==> src/hdl/wcd_div.sv <==
// Bit-serial restoring divider for the normalised cycle position.
`default_nettype none

module wcd_div #(
  parameter int NumW  = 17,
  parameter int FracW = 16
) (
  input  wire logic             clk_i,
  input  wire logic             rst_ni,
  input  wire logic             start_i,
  input  wire logic [NumW-1:0]  num_i,
  input  wire logic [NumW-1:0]  den_i,
  output logic      [FracW-1:0] quot_o,
  output logic                  done_o
);

  localparam int CntW = $clog2(FracW + 1);

  logic [NumW-1:0]  rem_q;
  logic [FracW-1:0] quot_q;
  logic [CntW-1:0]  cnt_q;
  logic             busy_q;
  logic             done_q;
  logic [NumW:0]    rem2;
  logic             ge;

  assign rem2 = {rem_q, 1'b0};
  assign ge   = rem2 >= {1'b0, den_i};

  // one quotient bit per cycle
  always_ff @(posedge clk_i or negedge rst_ni) begin
    if (!rst_ni) begin
      busy_q <= 1'b0;
      done_q <= 1'b0;
      cnt_q  <= '0;
      rem_q  <= '0;
      quot_q <= '0;
    end else begin
      done_q <= 1'b0;
      if (start_i) begin
        busy_q <= 1'b1;
        cnt_q  <= CntW'(FracW);
        rem_q  <= num_i;
        quot_q <= '0;
      end else if (busy_q) begin
        rem_q  <= ge ? NumW'(rem2 - {1'b0, den_i}) : NumW'(rem2);
        quot_q <= {quot_q[FracW-2:0], ge};
        cnt_q  <= cnt_q - 1'b1;
        if (cnt_q == CntW'(1)) begin
          busy_q <= 1'b0;
          done_q <= 1'b1;
        end
      end
    end
  end

  assign quot_o = quot_q;
  assign done_o = done_q;

endmodule

`default_nettype wire

==> config.mk <==
export PLATFORM = sky130hd
export DESIGN_NAME = wcd_div
export DESIGN_NICKNAME = d
export VERILOG_FILES = /design/src/hdl/wcd_div.sv
export SDC_FILE = /design/constraint.sdc
export NUM_CORES = 1
export LEC_CHECK = 0
export ABC_CLOCK_PERIOD_IN_PS = 3000
export BUFFER_PORTS_ARGS = -buffer_cell sky130_fd_sc_hd__buf_4
export CORE_UTILIZATION = 49
export DETAILED_ROUTE_END_ITERATION = 10
export PLACE_DENSITY = 0.77
export SYNTH_ARGS = -nofsm -noshare
export SYNTH_HDL_FRONTEND = slang
export SYNTH_SLANG_ARGS = --single-unit
==> constraint.sdc <==
create_clock -name clk_i -period 3 [get_ports clk_i]
set_input_delay 0.3 -clock clk_i [delete_from_list [all_inputs] [get_ports clk_i]]
set_output_delay 0.3 -clock clk_i [all_outputs]
set_load 0.01 [all_outputs]
; ---- Yosys cells after proc, flatten, opt, wreduce, memory -nomap -nowiden
; Index checks and enable logic that the tools add are counted.
[word_totals]
inputBits = 37
wordCells = 23
regBits = 40
output_inout_bits = 17
[op_classes]
reduce_logical = 1
n_mux = 13
order_cmp = 1
addsub = 2
eq_ne = 1
[op_table]
columns = cell, n
row1 = 17-bit two-way mux, 3
row2 = 16-bit two-way mux, 2
row3 = 18-bit by 17-bit >= comparator with 1-bit output, 1
row4 = 17-bit subtractor, 1
row5 = 5-bit two-way mux, 2
row6 = 1-bit two-way mux, 6
row7 = 5-bit by 1-bit == test with 1-bit output (second input constant), 1
row8 = 5-bit by 1-bit subtractor with 5-bit output (second input constant), 1
row9 = 2-bit nonzero test, 1

; ---- Longest topological paths before layout
[depth]
word_depth = 4
ltp_mapped = 11
mapped_depth_nobuf = 9

; ---- Worst setup path after synthesis
; OpenSTA, ideal clock, no wires.
[synth_timing]
path_type = register to register
start = register rem_q[0]
end = register rem_q[1]
n_path_buf = 0
t_arrival_ns = 2.031
setup_ns = 0.126
period_less_slack_ns = 2.157
required_time_ns = 2.874
stages_incl_launch_ff = 10
slack_ns = 0.843
path_cell_list = dfrtp_1 inv_1 fa_1 nand2b_1 a21oi_1 o211ai_2 a21oi_2 a21oi_4 mux2i_1 a221o_1
[synth_via]
elab_chain_len = 4
word_cells_on_any_way = 5
[synth_lines]
columns = item, line_no
row1 = start: declaration, 19  ; logic [NumW-1:0] rem_q;
row2 = start signal: assignment, 43  ; rem_q <= num_i;
row3 = start signal: assignment, 46  ; rem_q <= ge ? NumW'(rem2 - {1'b0, den_i}) : NumW'(rem2);
row4 = 17-bit subtractor or 18-bit by 17-bit >= comparator with 1-bit output (tied branches), "46, 28"
row5 = 17-bit two-way mux (*), 46
row6 = 17-bit two-way mux (*), 45  ; end else if (busy_q) begin
row7 = 17-bit two-way mux (*), 40  ; if (start_i) begin
; Every way passes the cells marked *; elsewhere a longest branch is shown, timed or not. The select of a mux whose other input is x is not followed.
; A chain may end at the register's enable or synchronous reset.

; ---- Final worst setup path
[layout_timing]
start = register rem_q[14]
end = register rem_q[1]
[layout_via]
elab_chain_len = 4
[layout_lines]
columns = item, line_no
row1 = 18-bit by 17-bit >= comparator with 1-bit output, 28  ; assign ge = rem2 >= {1'b0, den_i};
row2 = 17-bit two-way mux, 46
row3 = 17-bit two-way mux, 45
row4 = 17-bit two-way mux, 40
; No other way between the ends. The select of a mux whose other input is x is not followed.

==> key figures <==
Critical path
  • Arr. time, crit path: 2.77 ns
  • Critical path class: reg2reg
  • Highest-delay cell along the critical path: a211oi_1
  • Worst Path Required: 3.19 ns
  • CP max FO: 16
  • Delay of the slowest cell on the worst path: 0.48 ns
  • CP endpoint kind: flop
  • Startpoint Class: flop
  • Worst path cell trace: ha_1 > a21o_1 > a211oi_1 > nand2_2 > a21oi_4 > mux2i_1 > a221o_1

Timing
  • Max Clock Freq: 0.388 GHz
  • Hold Vio Cnt, Final: 0
  • Final Max Slew Viols: 0
  • Clk_skew: 0.00875 ns
  • Worst slew pin tran: 0.564 ns
  • Post-Route Setup TNS: 0 ns
  • Final setup violation count: 0
  • Slew headroom: 62.4%
  • Period utilisation layout: 86.0%
  • Minimum clock period: 2.58 ns
  • RSZ-0062 raised after global routing: no

Layout
  • Layout Nets: 440
  • Share of cells above drive strength 1: 19.0%
  • Multi-input gate area: 1690 µm²
  • FILL cells: 489
  • P&R area growth vs syn: 19.7%
  • # diodes: 0
  • Register area: 1000 µm²

Logic synthesis
  • Synth top area cells: dfrtp_1, ha_1, mux2i_1
  • Commonest cells post-synth: dfrtp_1, nor2_1, a21oi_1, nand3_1, inv_1
  • Post-synthesis sequential area ratio: 35.1%
  • Biggest area consumer among synthesized cells: dfrtp_1
  • Most frequent cell after synthesis: dfrtp_1
  • Synth Instances: 336
  • Flip-flop and latch count after synthesis: 40
  • Yosys warns: 0
  • Cell variety after synth: 51
  • Async set-or-reset flop fraction in the synthesized netlist: 100%
  • Number of enable flip-flop cells after synthesis: 0
  • Post-Syn Nets: 393
  • Mapped Avg Cell Area: 8.49 µm²
  • Share of the synthesized area in the top cell type: 35.1%
  • Top FF cell, synth: dfrtp_1
  • Mapped Area: 2850 µm²

Routing
  • Vias per cell: 5.60
  • Routed via count: 2,553
  • Antenna-violating nets left: 0
  • # DRC: 0
  • 1st-pass router iterations: 4
  • DR iter-0 viols: 193
  • Mean routed wirelength per cell: 14.5 µm
  • WL final: 6.61 mm

Floorplan
  • Starting Density: 51.2%
  • Die Width: 78.3 µm
  • I/O pin count: 54
  • Die area: 6130 µm²
  • Cell row count: 27
  • Die H: 78.3 µm
  • Core region area: 5570 µm²

Pwr
  • Pwr Total: 2.83 mW
  • Lkg Pwr: 1.73 nW
  • VDD IR max: 0.491 mV
  • PwrDens: 831 nW/µm²

Placement
  • GPL Wtd Cong: 0.883
  • PortBufs: 53
  • Post-DP HPWL: 4.78 mm

Global route
  • Grt ovf: 0
  • Vias in the first global route: 2,337
  • Largest net degree at the start of global routing: 61
  • First-pass GRT wire length: 11.1 mm
  • Global Route Usage Sum: 22.5%
  • Initial antenna violation count: 0

Clock tree
  • Worst-path clk slew: 0.09 ns
  • Clock Latency Late Sink: 0.29 ns
  • Root buf cell: clkbuf_8
  • CTS tree: built
  • Hold buffer count at CTS: 1
  • Num CTS Buffers: 5
  • Post-CTS Resized: 0
  • Post-CTS Setup Repair Bufs: 0
  • # clock sinks: 40
  • H-tree depth: 2
  • Clock tree buffer depth: 2

Run
  • Max cap viols: 0

Outcome
  • Outcome: finished clean

Worst hold path
  • Hold crit path type: in2reg
==> cells by family (layout without fill, tap and decap cells) <==
group                    Yosys count  count (layout)  synth area share (%)
AO/OA/AOI/OAI                     77              77                  17.2
XOR/XNOR                          15              15                  4.61
adder cells (fa/ha/maj)           20              20                  9.04
buffers and inverters             41              89                  5.66
flip-flops                        40              40                  35.1
multiplexers                      16              16                  5.62
AND/OR/NAND/NOR                  127             127                  22.8
==> per-stage QoR <==
stage | worst slack [ns] | instances | instance area, µm² | utilization (%) | hold slack, ns
final | 0.421 | 456 | 3410 | 61.2 | 0.225
after floorplan | 0.843 | 336 | 2850 | - | 0.00441
after global placement | 0.496 | 447 | 3290 | 59.0 | 0.308
after global routing | 0.264 | 456 | 3410 | 61.2 | 0.219
after CTS | 0.428 | 456 | 3410 | 61.2 | 0.216
after detailed placement | 0.418 | 447 | 3290 | 59.0 | 0.308
==> registers in the layout, indices dropped and copies added, names as in the netlist <==
name,cells
quot_o,16
busy_q,1
done_o,1
cnt_q,5
rem_q,17
==> power breakdown <==
| group | switching [mW] | total (mW) | internal [mW] | leakage [nW] |
|---|---|---|---|---|
| Combinational | 0.874 | 1.55 | 0.679 | 1.16 |
| Sequential | 0.142 | 0.827 | 0.686 | 0.510 |
| Clock | 0.204 | 0.455 | 0.251 | 0.0548 |
==> area by class of cell <==
type / count / share of cell area [%]
sequential: 40 / 29.3
multi-input combinational: 255 / 49.5
clock buffer: 5 / 2.02
timing repair buffer: 56 / 12.4
clock inverter: 3 / 1.36
tap: 72 / 2.64
inverter: 25 / 2.75
==> cells in the final DEF, fill, tap and decap left out, types with 2 or more instances in the layout <==
master     count
buf_4         55
dfrtp_1       40
nor2_1        38
a21oi_1       29
nand3_1       29
inv_1         25
ha_1          19
mux2i_1       16
nand2_1       16
o21ai_0       16
nor3b_1       14
xnor2_1       11
nand2b_1       6
nor2b_1        6
a21o_1         5
clkbuf_8       5
nor3_1         4
xor2_1         4
a21oi_2        3
nand4_1        3
a211oi_1       3
o211ai_1       2
o21ai_1        2
nor4_1         2
o22ai_1        2
a2bb2oi_1      2
==> worst max-delay path, delay by kind of cell (launching register included) <==
kind,cells,cell delay [ns]
flops,1,0.41
simple gates,1,0.15
compound gates,4,1.43
mux,1,0.15
fa+ha+maj,1,0.34
==> worst paths after layout <==
check / from / to / slack (ns) / cells after the start
min in group asynchronous: rst_ni / quot_o[12]$_DFFE_PN0P_ / 0.52 / 2
max in group asynchronous: rst_ni / quot_o[4]$_DFFE_PN0P_ / 2.12 / 2
hold reg to reg: cnt_q[4]$_DFFE_PN0P_ / cnt_q[4]$_DFFE_PN0P_ / 0.53 / 2
setup reg to reg: rem_q[14]$_DFFE_PN0P_ / rem_q[1]$_DFFE_PN0P_ / 0.42 / 7
hold / removal: num_i[14] / rem_q[14]$_DFFE_PN0P_ / 0.22 / 3
setup / recovery: rem_q[14]$_DFFE_PN0P_ / rem_q[1]$_DFFE_PN0P_ / 0.42 / 7
==> metal layers <==
layer  share of wire [%]  GRT usage [%]  vias to the layer above
met5                   0              0                        -
met4                 2.2           7.22                        0
met3                 4.0           2.91                       14
met2                  48           36.7                       65
met1                  46           31.0                     1198
li1                    -              -                     1276
Note: power is estimated with default switching activity, not from simulation.
