==> config.mk <==
export PLATFORM = sky130hd
export DESIGN_NAME = wcd_mac
export DESIGN_NICKNAME = d
export VERILOG_FILES = /design/src/hdl/wcd_pkg.sv /design/src/hdl/wcd_mac.sv
export SDC_FILE = /design/constraint.sdc
export NUM_CORES = 1
export LEC_CHECK = 0
export BUFFER_PORTS_ARGS = -buffer_cell sky130_fd_sc_hd__buf_2
export CORE_MARGIN = 4
export CORE_UTILIZATION = 45
export CTS_CLUSTER_SIZE = 30
export DETAILED_ROUTE_END_ITERATION = 8
export PLACE_DENSITY_LB_ADDON = 0.12
export REMOVE_ABC_BUFFERS = 1
export SLEW_MARGIN = 20
export SYNTH_ARGS = -nofsm -noshare
export SYNTH_HDL_FRONTEND = slang
export SYNTH_SLANG_ARGS = --single-unit
==> constraint.sdc <==
create_clock -name clk_i -period 4.5 [get_ports clk_i]
set_input_delay 0.9 -clock clk_i [delete_from_list [all_inputs] [get_ports clk_i]]
set_output_delay 0.9 -clock clk_i [all_outputs]
set_load 0.03 [all_outputs]
==> src/hdl/wcd_pkg.sv <==
// Shared types and constants of the warped cycle delay.
`default_nettype none

package wcd_pkg;

  localparam int SampleW = 24;
  localparam int CfgW    = 17;
  localparam int DegW    = 4;
  localparam int MixW    = 17;
  localparam int IdxW    = 2;

  // configuration register indexes
  typedef enum logic [IdxW-1:0] {
    CFG_CYCLE_LENGTH = 2'd0,
    CFG_WARP_DEGREE  = 2'd1,
    CFG_WARP_MIX     = 2'd2
  } cfg_idx_e;

  localparam logic [CfgW-1:0] LenReset = 17'd4800;
  localparam logic [DegW-1:0] DegReset = 4'd2;
  localparam logic [MixW-1:0] MixReset = 17'd0;
  localparam logic [MixW-1:0] MixOne   = 17'h10000;
  localparam logic [DegW-1:0] DegMax   = 4'd8;

  typedef enum logic [3:0] {
    ST_CLEAR,
    ST_IDLE,
    ST_WRITE,
    ST_DIV,
    ST_POW,
    ST_SCALE,
    ST_MSTART,
    ST_MIX,
    ST_RDA,
    ST_RDB,
    ST_RDW,
    ST_DONE
  } state_e;

endpackage

`default_nettype wire

==> src/hdl/wcd_mac.sv <==
// Bit-serial blend: lag = (t1*mix + t2*(1-mix)) >> 16, one mix bit per cycle.
`default_nettype none

module wcd_mac import wcd_pkg::*; #(
  parameter int TW = 33
) (
  input  wire logic            clk_i,
  input  wire logic            rst_ni,
  input  wire logic            start_i,
  input  wire logic [TW-1:0]   t1_i,
  input  wire logic [TW-1:0]   t2_i,
  input  wire logic [MixW-1:0] mix_i,
  output logic      [TW-1:0]   lag_o,
  output logic                 done_o
);

  localparam int AccW = TW + MixW + 1;
  localparam int CntW = $clog2(MixW + 1);

  logic signed [AccW-1:0] acc_q;
  logic signed [AccW-1:0] dsh_q;
  logic        [MixW-1:0] mix_q;
  logic        [CntW-1:0] cnt_q;
  logic                   busy_q;
  logic                   done_q;
  logic signed [TW:0]     diff;

  assign diff = $signed({1'b0, t1_i}) - $signed({1'b0, t2_i});

  // start from t2 at full weight, add (t1 - t2) times each set mix bit
  always_ff @(posedge clk_i or negedge rst_ni) begin
    if (!rst_ni) begin
      busy_q <= 1'b0;
      done_q <= 1'b0;
      cnt_q  <= '0;
      acc_q  <= '0;
      dsh_q  <= '0;
      mix_q  <= '0;
    end else begin
      done_q <= 1'b0;
      if (start_i) begin
        busy_q <= 1'b1;
        cnt_q  <= CntW'(MixW);
        acc_q  <= $signed(AccW'(t2_i) << (MixW - 1));
        dsh_q  <= AccW'(diff);
        mix_q  <= mix_i;
      end else if (busy_q) begin
        if (mix_q[0]) begin
          acc_q <= acc_q + dsh_q;
        end
        dsh_q <= dsh_q <<< 1;
        mix_q <= mix_q >> 1;
        cnt_q <= cnt_q - 1'b1;
        if (cnt_q == CntW'(1)) begin
          busy_q <= 1'b0;
          done_q <= 1'b1;
        end
      end
    end
  end

  assign lag_o  = acc_q[MixW-1 +: TW];
  assign done_o = done_q;

endmodule

`default_nettype wire

Word level (Yosys, flattened, before mapping)
Index checks and enable logic that the tools add are counted.
- flip-flop bits (word level): 126
- input bits: 86
- output and inout bits: 34
- logic and storage cells: 28
- add/sub/neg operators: 3
- eq/ne operators: 1
- muxes and demuxes: 15
- reduce and logical (&&, ||, !) cells: 3
- operators with widths (kind ; number):
    $mux 51 ; 5
    $add 51x51->51 ; 1
    $mux 17 ; 2
    $sub 33x33->34 ; 1
    $mux 5 ; 2
    $mux 1 ; 6
    $eq 5x1->1 const B ; 1
    $sub 5x1->5 const B ; 1
    $reduce_bool 2->1 ; 2
    $reduce_and 2->1 ; 1

Longest topological paths before layout
Gate-level depths: netlist of run 1.
- word-level depth: 4
- gate-level depth with buffers: 14
- gate-level depth less buffers: 14

Worst setup path after synthesis of run 1
No wires, ideal clock.
- kind: input to register
- start point: input port t1_i[0]
- end point: register dsh_q[28]
- library setup time: 0.126 ns
- arrival time: 3.483 ns
- required time: 4.374 ns
- slack: 0.891 ns
- cell stages on the path: 14
- buffers on the path: 0
- path through: inv_1 > ha_1 > inv_1 > fa_1 > a21oi_2 > nor2_1 > or4_4 > a31oi_4 > o21a_2 > o211a_4 > nor2_2 > a41o_1 > a211o_1 > o311a_1
- word-level cells in the longest chain between the ends: 2
- ends and longest elaborated chain (what ; line ; RTL):
    start, declared ; wcd_mac.sv:10 ; input wire logic [TW-1:0] t1_i,
    $sub 33x33->34 ; wcd_mac.sv:28 ; assign diff = $signed({1'b0, t1_i}) - $signed({1'b0, t2_i});
    $mux 51 ; wcd_mac.sv:41 ; if (start_i) begin
    end signal, assigned ; wcd_mac.sv:45 ; dsh_q <= AccW'(diff);
    end signal, assigned ; wcd_mac.sv:51 ; dsh_q <= dsh_q <<< 1;
    end, declared ; wcd_mac.sv:21 ; logic signed [AccW-1:0] dsh_q;
Every way passes these cells.
A chain may end at the register's enable or synchronous reset.

Worst setup path in the final report of run 1
Same ends and word-level chain as after synthesis.

==> flow_metrics.env, run 1 <==
export IMPL_outcome="completed"
export IMPL_hold_viol=0
export IMPL_power_mw=6.73
export IMPL_worst_slack_ns=0.903
export IMPL_cap_viol_max_count=0
export IMPL_core_mm2=0.0220
export IMPL_cts_made_buffers=17
export IMPL_setup_tns_ns=0
export IMPL_peakVddDrop_v=0.000251
export IMPL_hp_class="in2async"
export IMPL_dr_total_vias=8903
export IMPL_synthToLayoutAreaGrowth_pct=12.0
export IMPL_grt_pass1_wl_um=44300
export IMPL_critPathTopFamily="compound AO/OA/AOI/OAI gates"
export IMPL_drt_iter0_drc=517
export IMPL_fill_cells=2160
export IMPL_synth_edf_count=0
export IMPL_crit_path_end_kind="register"
export IMPL_postRouteAntennaNets=0
export IMPL_ys_seq_elements=122
export IMPL_cts_sinks=122
export IMPL_grt_pass1_vias=8361
export IMPL_dieWidth_um=159
export IMPL_fmaxAchievable_ghz=0.278
export IMPL_instances_no_fill=1563
export IMPL_antenna_found_initial=3
export IMPL_setup_violations=0
export IMPL_htree_num_levels=4
export IMPL_period_share_pct=79.9
export IMPL_max_stage_delay_ns=0.54
export IMPL_first_pass_iters=5
export IMPL_crit_top_cell="inv_1"
export IMPL_overflow=0
export IMPL_fin_skew_ns=0.0111
export IMPL_slew_headroom_pct=57.6
export IMPL_multiInputGateArea_mm2=0.00642
export IMPL_required_ns=4.81
export IMPL_synth_top_cell_area_share_pct=29.9
export IMPL_wl_per_cell_um=17.7
export IMPL_cts_hold_fix_buffers=0
export IMPL_start_util_pct=46.3
export IMPL_clkLatencyLatePin_ns=0.43
export IMPL_pre_cts_slack_ns=0.479
export IMPL_port_buffers=119
export IMPL_clockRootBuffer="clkbuf_16"
export IMPL_finalWorstPathRequiredPeriod_ns=3.60
export IMPL_ys_top_cells_by_area="dfrtp_1 30%, ha_1 10%, a21oi_1 6.4%"
export IMPL_path_cells="buf_2 -> inv_1 -> ha_1 -> inv_1 -> fa_1 -> a21oi_2 -> nor2_1 -> or4_4 -> a31oi_4 -> o21a_2 -> o211a_4 -> nor2_2 -> a41o_1 -> a211o_1 -> o311a_1"
export IMPL_critPathKind="in2reg"
export IMPL_remaining_drc_errors=0
export IMPL_cp_data_arrival_time_ns=3.90
export IMPL_synth_flop_cell="dfrtp_1"
export IMPL_drt_vias_per_instance=5.70
export IMPL_seq_area_mm2=0.00306
export IMPL_diodes=0
export IMPL_ys_types=86
export IMPL_layout_drive_gt1_share_pct=15.4
export IMPL_die_h_um=159
export IMPL_powerDensity_mw_per_mm2=589
export IMPL_yosys_top_cells_count="140 x nand2_1, 131 x a21oi_1, 122 x dfrtp_1, 83 x ha_1, 83 x o21ai_0"
export IMPL_rows=54
export IMPL_synth_area_mm2=0.0102
export IMPL_path_clk_slew_ns=0.06
export IMPL_die_area_mm2=0.0251
export IMPL_avgSynthCellArea_um2=8.41
export IMPL_crit_slowest_cell="or4_4"
export IMPL_io_pins=120
export IMPL_grt_max_degree=156
export IMPL_post_place_cells=1531
export IMPL_synth_most_common_cell="nand2_1"
export IMPL_cts_setup_buffers=0
export IMPL_startpoint_type="input pin"
export IMPL_synthCells=1213
export IMPL_gp_congestion=0.954
export IMPL_drv_slew=0
export IMPL_totalWireLength_um=27700
export IMPL_worstPathMaxFanout=3
export IMPL_yosysWarnings=0
export IMPL_fin_util_pct=51.8
export IMPL_cp_num_buf_inv=3
export IMPL_tightest_slew_ns=0.637
export IMPL_cts_tree="done"
export IMPL_post_cts_resized=0
export IMPL_yosysTopAreaCell="dfrtp_1"
export IMPL_leakage_nw=5.48
export IMPL_grt_usage_pct=22.2
export IMPL_async_flop_share_pct=100
export IMPL_dp_hpwl_um=20600
export IMPL_clock_path_buffers=2
export IMPL_layout_nets=1441
export IMPL_rsz0062_at_grt="no"
export IMPL_yosysSeqAreaShare_pct=29.9
-- routing by layer --
metal / track usage (%) / part of all wire, % / up-vias
met5: 0 / 0.12 / -
met3: 4.35 / 5.5 / 28
met1: 33.4 / 50 / 4197
met4: 5.16 / 1.1 / 6
met2: 32.8 / 44 / 213
li1: - / - / 4459
-- cells by family after synthesis --
| group | after synthesis | synth area share, % |
|---|---|---|
| simple gates | 348 | 17.0 |
| flops | 122 | 29.9 |
| xor+xnor | 56 | 4.81 |
| mux | 54 | 5.37 |
| fa+ha+maj | 85 | 10.6 |
| compound gates | 389 | 25.2 |
| buf+inv | 159 | 7.11 |
-- final timing paths --
check	to	from	depth (start not counted)	slack, ns
hold / removal	acc_q[19]$_DFFE_PN0P_	rst_ni	1	0.45
max in group asynchronous	busy_q$_DFF_PN0_	rst_ni	2	3.15
setup reg to reg	acc_q[44]$_DFFE_PN0P_	dsh_q[0]$_DFFE_PN0P_	13	0.93
hold reg to reg	cnt_q[4]$_DFFE_PN0P_	cnt_q[4]$_DFFE_PN0P_	2	0.52
min in group clk_i	cnt_q[4]$_DFFE_PN0P_	cnt_q[4]$_DFFE_PN0P_	2	0.52
setup / recovery	dsh_q[28]$_DFFE_PN0P_	t1_i[0]	15	0.90
-- layout by cell type, fill, tap and decap left out, drive strengths merged, types with 7 or more instances in the layout --
cell type,n
nand2,140
buf,125
clkbuf,19
nor2,53
o21a,14
xor2,24
o22a,18
a21oi,134
ha,83
a31oi,7
nand3,18
nor3b,18
a211oi,27
or3,9
nor2b,20
nand4,8
xnor2,32
nor3,23
nand2b,15
inv,73
dfrtp,122
o211ai,8
a21o,22
and2,7
o21ai,95
mux2i,48
o21bai,10
-- per-stage QoR --
stage | cell area (um^2) | hold slack, ns
6_report | 11400 | 0.455
4_1_cts | 11400 | 0.472
5_1_grt | 11400 | 0.505
3_3_place_gp | 10800 | 0.504
3_5_place_dp | 10800 | 0.512
2_1_floorplan | 9740 | 0.485
-- sequential cells by signal (all words and copies together) (netlist names) --
signal  flops
cnt_q       5
busy_q      1
dsh_q      49
done_o      1
mix_q      17
acc_q      49
-- where the power goes --
| group | leakage (nW) | internal, mW | switching, mW |
|---|---|---|---|
| registers | 1.48 | 1.41 | 0.324 |
| logic | 3.70 | 1.43 | 2.06 |
| clock network | 0.302 | 0.960 | 0.554 |
-- worst register-to-register path, cell delays in order, from the launching register on --
cell and delay [ns]:
dfrtp_1 0.39, ha_1 0.22, inv_1 0.07, fa_1 0.38, and2b_4 0.28, o31ai_2 0.08, a211oi_2 0.30, nor3_2 0.15
o41ai_4 0.55, o211ai_2 0.19, a31oi_4 0.36, a41oi_1 0.20, mux2i_1 0.24, nand2_1 0.08
-- layout make-up --
| cell class | count | area share, % |
|---|---|---|
| well taps | 280 | 3.07 |
| multi-input cells | 932 | 56.3 |
| flip-flops and latches | 122 | 26.8 |
| clock buffers | 19 | 3.97 |
| repair buffers | 125 | 5.91 |
| clock inverters | 13 | 1.67 |
| inverters | 72 | 2.37 |
Power figures use the tool's default switching activity.
==> run 2, diff against run 1 <==
clock period = 3.3 ns   (was 4.5 ns; I/O delays follow)
==> flow_metrics.env, run 2 (synthesized netlist as in run 1, its figures left out) <==
export IMPL_final_cell_mix="139 x nand2_1, 131 x a21oi_1, 121 x dfrtp_1"
export IMPL_cap_viol_max_count=0
export IMPL_outcome="completed"
export IMPL_whs_ns=0.218
export IMPL_layout_drive_gt1_share_pct=19.3
export IMPL_grt_usage_pct=22.7
export IMPL_required_ns=3.61
export IMPL_drv_slew=0
export IMPL_worstPathMaxFanout=5
export IMPL_reg_top3="acc_q: 49 flops, dsh_q: 49 flops, mix_q: 17 flops"
export IMPL_dr_total_vias=9167
export IMPL_dieWidth_um=159
export IMPL_fin_skew_ns=0.0132
export IMPL_diodes=0
export IMPL_die_h_um=159
export IMPL_powerDensity_mw_per_mm2=792
export IMPL_htree_num_levels=4
export IMPL_finalWorstPathRequiredPeriod_ns=3.18
export IMPL_slew_headroom_pct=43.8
export IMPL_period_share_pct=96.4
export IMPL_leakage_nw=5.73
export IMPL_peakVddDrop_v=0.000335
export IMPL_met2_length_um=12200
export IMPL_cts_made_buffers=17
export IMPL_top_layer="met4"
export IMPL_hold_viol=0
export IMPL_crit_path_end_kind="register"
export IMPL_startpoint_type="register"
export IMPL_grt_pass1_vias=8689
export IMPL_die_area_mm2=0.0251
export IMPL_cts_tree="done"
export IMPL_power_mw=9.38
export IMPL_grt_max_degree=105
export IMPL_rows=54
export IMPL_wl_met3_um=1310
export IMPL_cts_hold_fix_buffers=0
export IMPL_path_clk_slew_ns=0.06
export IMPL_overflow=0
export IMPL_postRouteAntennaNets=0
export IMPL_post_place_cells=1577
export IMPL_hp_class="in2async"
export IMPL_core_mm2=0.0220
export IMPL_grt_pass1_wl_um=45300
export IMPL_clock_path_buffers=2
export IMPL_io_pins=120
export IMPL_clockRootBuffer="clkbuf_16"
export IMPL_critPathKind="reg2reg"
export IMPL_first_pass_iters=5
export IMPL_placed_area_mm2=0.0111
export IMPL_start_util_pct=46.3
export IMPL_layout_commonest_cell="nand2_1"
export IMPL_totalWireLength_um=28300
export IMPL_drt_iter0_drc=563
export IMPL_wl_per_cell_um=17.5
export IMPL_clkLatencyLatePin_ns=0.43
export IMPL_cp_data_arrival_time_ns=3.49
export IMPL_dp_hpwl_um=21300
export IMPL_gp_congestion=0.939
export IMPL_synthToLayoutAreaGrowth_pct=16.2
export IMPL_port_buffers=119
export IMPL_finalInstanceArea_mm2=0.0119
export IMPL_setup_tns_ns=0
export IMPL_fmaxAchievable_ghz=0.314
export IMPL_antenna_found_initial=0
export IMPL_drt_vias_per_instance=5.68
export IMPL_met1_length_um=14200
export IMPL_instances_no_fill=1614
export IMPL_tightest_slew_ns=0.843
export IMPL_setup_violations=0
export IMPL_remaining_drc_errors=0
export IMPL_layout_nets=1492
export IMPL_cts_sinks=122
## run 2: cell types whose count changed in the layout (fill, tap and decap cells not counted), sizes merged
cell / previous run / this run
bufinv: 4 / 2
buf: 125 / 176
clkinvlp: 4 / 2
clkinv: 4 / 3
clkbuf: 19 / 17
inv: 73 / 80
## run 2: cell type report
| cell class | count | area (um^2) |
|---|---|---|
| Tap cell | 280 | 350 |
| Sequential cell | 122 | 3060 |
| Timing Repair Buffer | 176 | 1070 |
| Clock buffer | 17 | 425 |
| Multi-Input combinational cell | 932 | 6500 |
| Clock inverter | 15 | 179 |
| Fill cell | 2101 | 10200 |
| Inverter | 72 | 270 |
## run 2: what timing repair did
| item | 4_1_cts | 5_1_grt |
|---|---|---|
| pin swaps | 3 | 11 |
| setup endpoints to repair | 2 | 18 |
| setup buffers | 1 | 4 |
| gates resized for setup | 3 | 14 |
## run 2: per-layer routing
layer	vias to the layer above	track usage, %
li1	4561	-
met1	4356	34.0
met2	221	34.1
met3	29	3.89
met4	0	5.48
met5	-	0
## run 2: path summary, 6_finish.rpt
check,from,to,slack [ns],depth (start not counted)
setup reg to reg,acc_q[0]$_DFFE_PN0P_,acc_q[46]$_DFFE_PN0P_,0.12,15
setup / recovery,acc_q[0]$_DFFE_PN0P_,acc_q[46]$_DFFE_PN0P_,0.12,15
min in group clk_i,mix_i[2],mix_q[2]$_DFFE_PN0P_,0.43,3
hold / removal,rst_ni,acc_q[20]$_DFFE_PN0P_,0.22,1
hold reg to reg,cnt_q[4]$_DFFE_PN0P_,cnt_q[4]$_DFFE_PN0P_,0.53,2
max in group asynchronous,rst_ni,busy_q$_DFF_PN0_,2.18,2
## run 2: critical path, cell delays in order, from the launching register on
cell      delay (ns)
dfrtp_1         0.39
ha_2            0.19
inv_1           0.07
fa_2            0.19
and2b_4         0.20
o31ai_4         0.28
a211oi_4        0.13
nor3_4          0.27
o41ai_4         0.11
buf_4           0.16
o211ai_4        0.20
a31oi_4         0.12
buf_12          0.16
a31oi_1         0.26
mux2i_1         0.26
nand2_1         0.07
## run 2: per-stage QoR
stage	util, %	setup slack (ns)
finish	53.8	0.120
global route	53.8	-0.0164
CTS	53.4	0.00709
detailed placement	50.5	-0.363
global placement	50.5	-0.326
floorplan	-	-1.36
## run 2: power by group
group	internal [mW]	switching, mW	total (mW)	leakage [nW]
sequential	1.92	0.422	2.34	1.48
combinational	2.15	2.92	5.07	3.96
clock	1.14	0.826	1.97	0.292
total	5.21	4.17	9.38	5.73
==> run 3, diff against run 2 <==
clock period = 3.52 ns   (was 3.3 ns; I/O delays follow)
==> flow_metrics.env, run 3 (synthesized netlist as in run 1, its figures left out) <==
export IMPL_cp_data_arrival_time_ns=3.63
export IMPL_pre_cts_slack_ns=-0.203
export IMPL_die_area_mm2=0.0251
export IMPL_finalInstanceArea_mm2=0.0115
export IMPL_outcome="completed"
export IMPL_fmaxAchievable_ghz=0.302
export IMPL_cts_tree="done"
export IMPL_fill_cells=2138
export IMPL_grt_busiest_layer="met2"
export IMPL_gp_congestion=0.922
export IMPL_layout_nets=1464
export IMPL_fin_util_pct=52.4
export IMPL_remaining_drc_errors=0
export IMPL_whs_ns=0.358
export IMPL_worstPathMaxFanout=5
export IMPL_grt_use_met1_pct=33.2
export IMPL_drt_vias_per_instance=5.61
export IMPL_use_met2_pct=33.9
export IMPL_grt_pass1_vias=8555
export IMPL_cts_made_buffers=17
export IMPL_dp_hpwl_um=20900
export IMPL_finalWorstPathRequiredPeriod_ns=3.31
export IMPL_period_share_pct=94.1
export IMPL_post_place_cells=1552
export IMPL_worst_slack_ns=0.208
export IMPL_wl_per_cell_um=17.5
export IMPL_grt_max_degree=57
export IMPL_totalWireLength_um=27700
export IMPL_power_mw=8.56
export IMPL_layout_commonest_cell="nand2_1"
export IMPL_antenna_found_initial=0
export IMPL_synthToLayoutAreaGrowth_pct=13.2
export IMPL_slew_headroom_pct=48.4
export IMPL_hp_class="in2async"
export IMPL_first_pass_iters=5
export IMPL_critPathKind="reg2reg"
export IMPL_post_cts_resized=0
export IMPL_tightest_slew_ns=0.775
export IMPL_peakVddDrop_v=0.000298
export IMPL_path_clk_slew_ns=0.06
export IMPL_rows=54
export IMPL_io_pins=120
export IMPL_drt_iter0_drc=569
export IMPL_core_mm2=0.0220
export IMPL_setup_tns_ns=0
export IMPL_required_ns=3.84
export IMPL_grt_pass1_wl_um=44900
export IMPL_final_cell_mix="139 x nand2_1, 131 x a21oi_1, 121 x dfrtp_1"
export IMPL_overflow=0
export IMPL_clkLatencyLatePin_ns=0.43
export IMPL_diodes=0
export IMPL_crit_path_end_kind="register"
export IMPL_start_util_pct=46.3
export IMPL_clockRootBuffer="clkbuf_16"
export IMPL_hold_viol=0
export IMPL_leakage_nw=5.59
export IMPL_grt_usage_pct=22.5
export IMPL_reg_top3="acc_q: 49 flops, dsh_q: 49 flops, mix_q: 17 flops"
export IMPL_rsz0062_at_grt="no"
export IMPL_powerDensity_mw_per_mm2=741
export IMPL_htree_num_levels=4
export IMPL_dieWidth_um=159
export IMPL_postRouteAntennaNets=0
export IMPL_setup_violations=0
export IMPL_cts_hold_fix_buffers=0
export IMPL_layout_drive_gt1_share_pct=16.9
export IMPL_port_buffers=119
export IMPL_die_h_um=159
export IMPL_cts_sinks=122
export IMPL_fin_skew_ns=0.00896
export IMPL_dr_total_vias=8893
export IMPL_cap_viol_max_count=0
export IMPL_instances_no_fill=1586
export IMPL_use_met3_pct=4.65
export IMPL_clock_path_buffers=2
export IMPL_placed_area_mm2=0.0109
export IMPL_drv_slew=0
export IMPL_startpoint_type="register"
==> run 3: changes by cell type in the layout (fill, tap and decap cells not counted), sizes merged <==
cell,delta
buf,-28
bufinv,-1
clkinv,+1
clkinvlp,-1
inv,+1
==> run 3: power by group <==
| part | internal (mW) | switching [mW] | total [mW] |
|---|---|---|---|
| sequential | 1.80 | 0.398 | 2.19 |
| combinational | 1.90 | 2.66 | 4.56 |
| clock | 1.01 | 0.791 | 1.81 |
==> run 3: area by class of cell <==
| type | instances | area [um^2] | area share, % |
|---|---|---|---|
| multi-input combinational | 932 | 6420 | 55.6 |
| sequential | 122 | 3060 | 26.5 |
| timing repair buffer | 148 | 847 | 7.34 |
| clock buffer | 17 | 425 | 3.68 |
| tap | 280 | 350 | 3.03 |
| inverter | 72 | 270 | 2.34 |
| clock inverter | 15 | 171 | 1.48 |
==> run 3: path summary, 6_finish.rpt <==
check                      depth (start not counted)                 start                    end  slack, ns
max                                               14  dsh_q[0]$_DFFE_PN0P_  acc_q[42]$_DFFE_PN0P_       0.21
min                                                1                rst_ni  acc_q[18]$_DFFE_PN0P_       0.36
max reg2reg                                       14  dsh_q[0]$_DFFE_PN0P_  acc_q[42]$_DFFE_PN0P_       0.21
min reg2reg                                        2  acc_q[2]$_DFFE_PN0P_   acc_q[2]$_DFFE_PN0P_       0.53
max in group asynchronous                          2                rst_ni       busy_q$_DFF_PN0_       2.40
min in group clk_i                                 3              mix_i[2]   mix_q[2]$_DFFE_PN0P_       0.47
==> run 3: critical path: stages, from the launching register on <==
cell      delay, ns
dfrtp_1        0.40
ha_1           0.22
inv_1          0.07
fa_1           0.17
and2b_4        0.20
o31ai_2        0.31
a211oi_2       0.16
nor3_2         0.42
o41ai_4        0.14
o211ai_2       0.25
a31oi_4        0.18
buf_4          0.19
a211oi_2       0.20
mux2i_1        0.22
nand2_1        0.07
==> run 3: layer usage <==
metal,routed length [um],share of wire [%]
met1,13700,50
met4,403,1.5
met2,12000,43
met3,1520,5.5
met5,0,0
==> run 3: what timing repair did <==
action                                  4_1_cts  5_1_grt
setup buffers                                 0        2
endpoints found under the setup margin        0        3
endpoints found under the hold margin         0        0
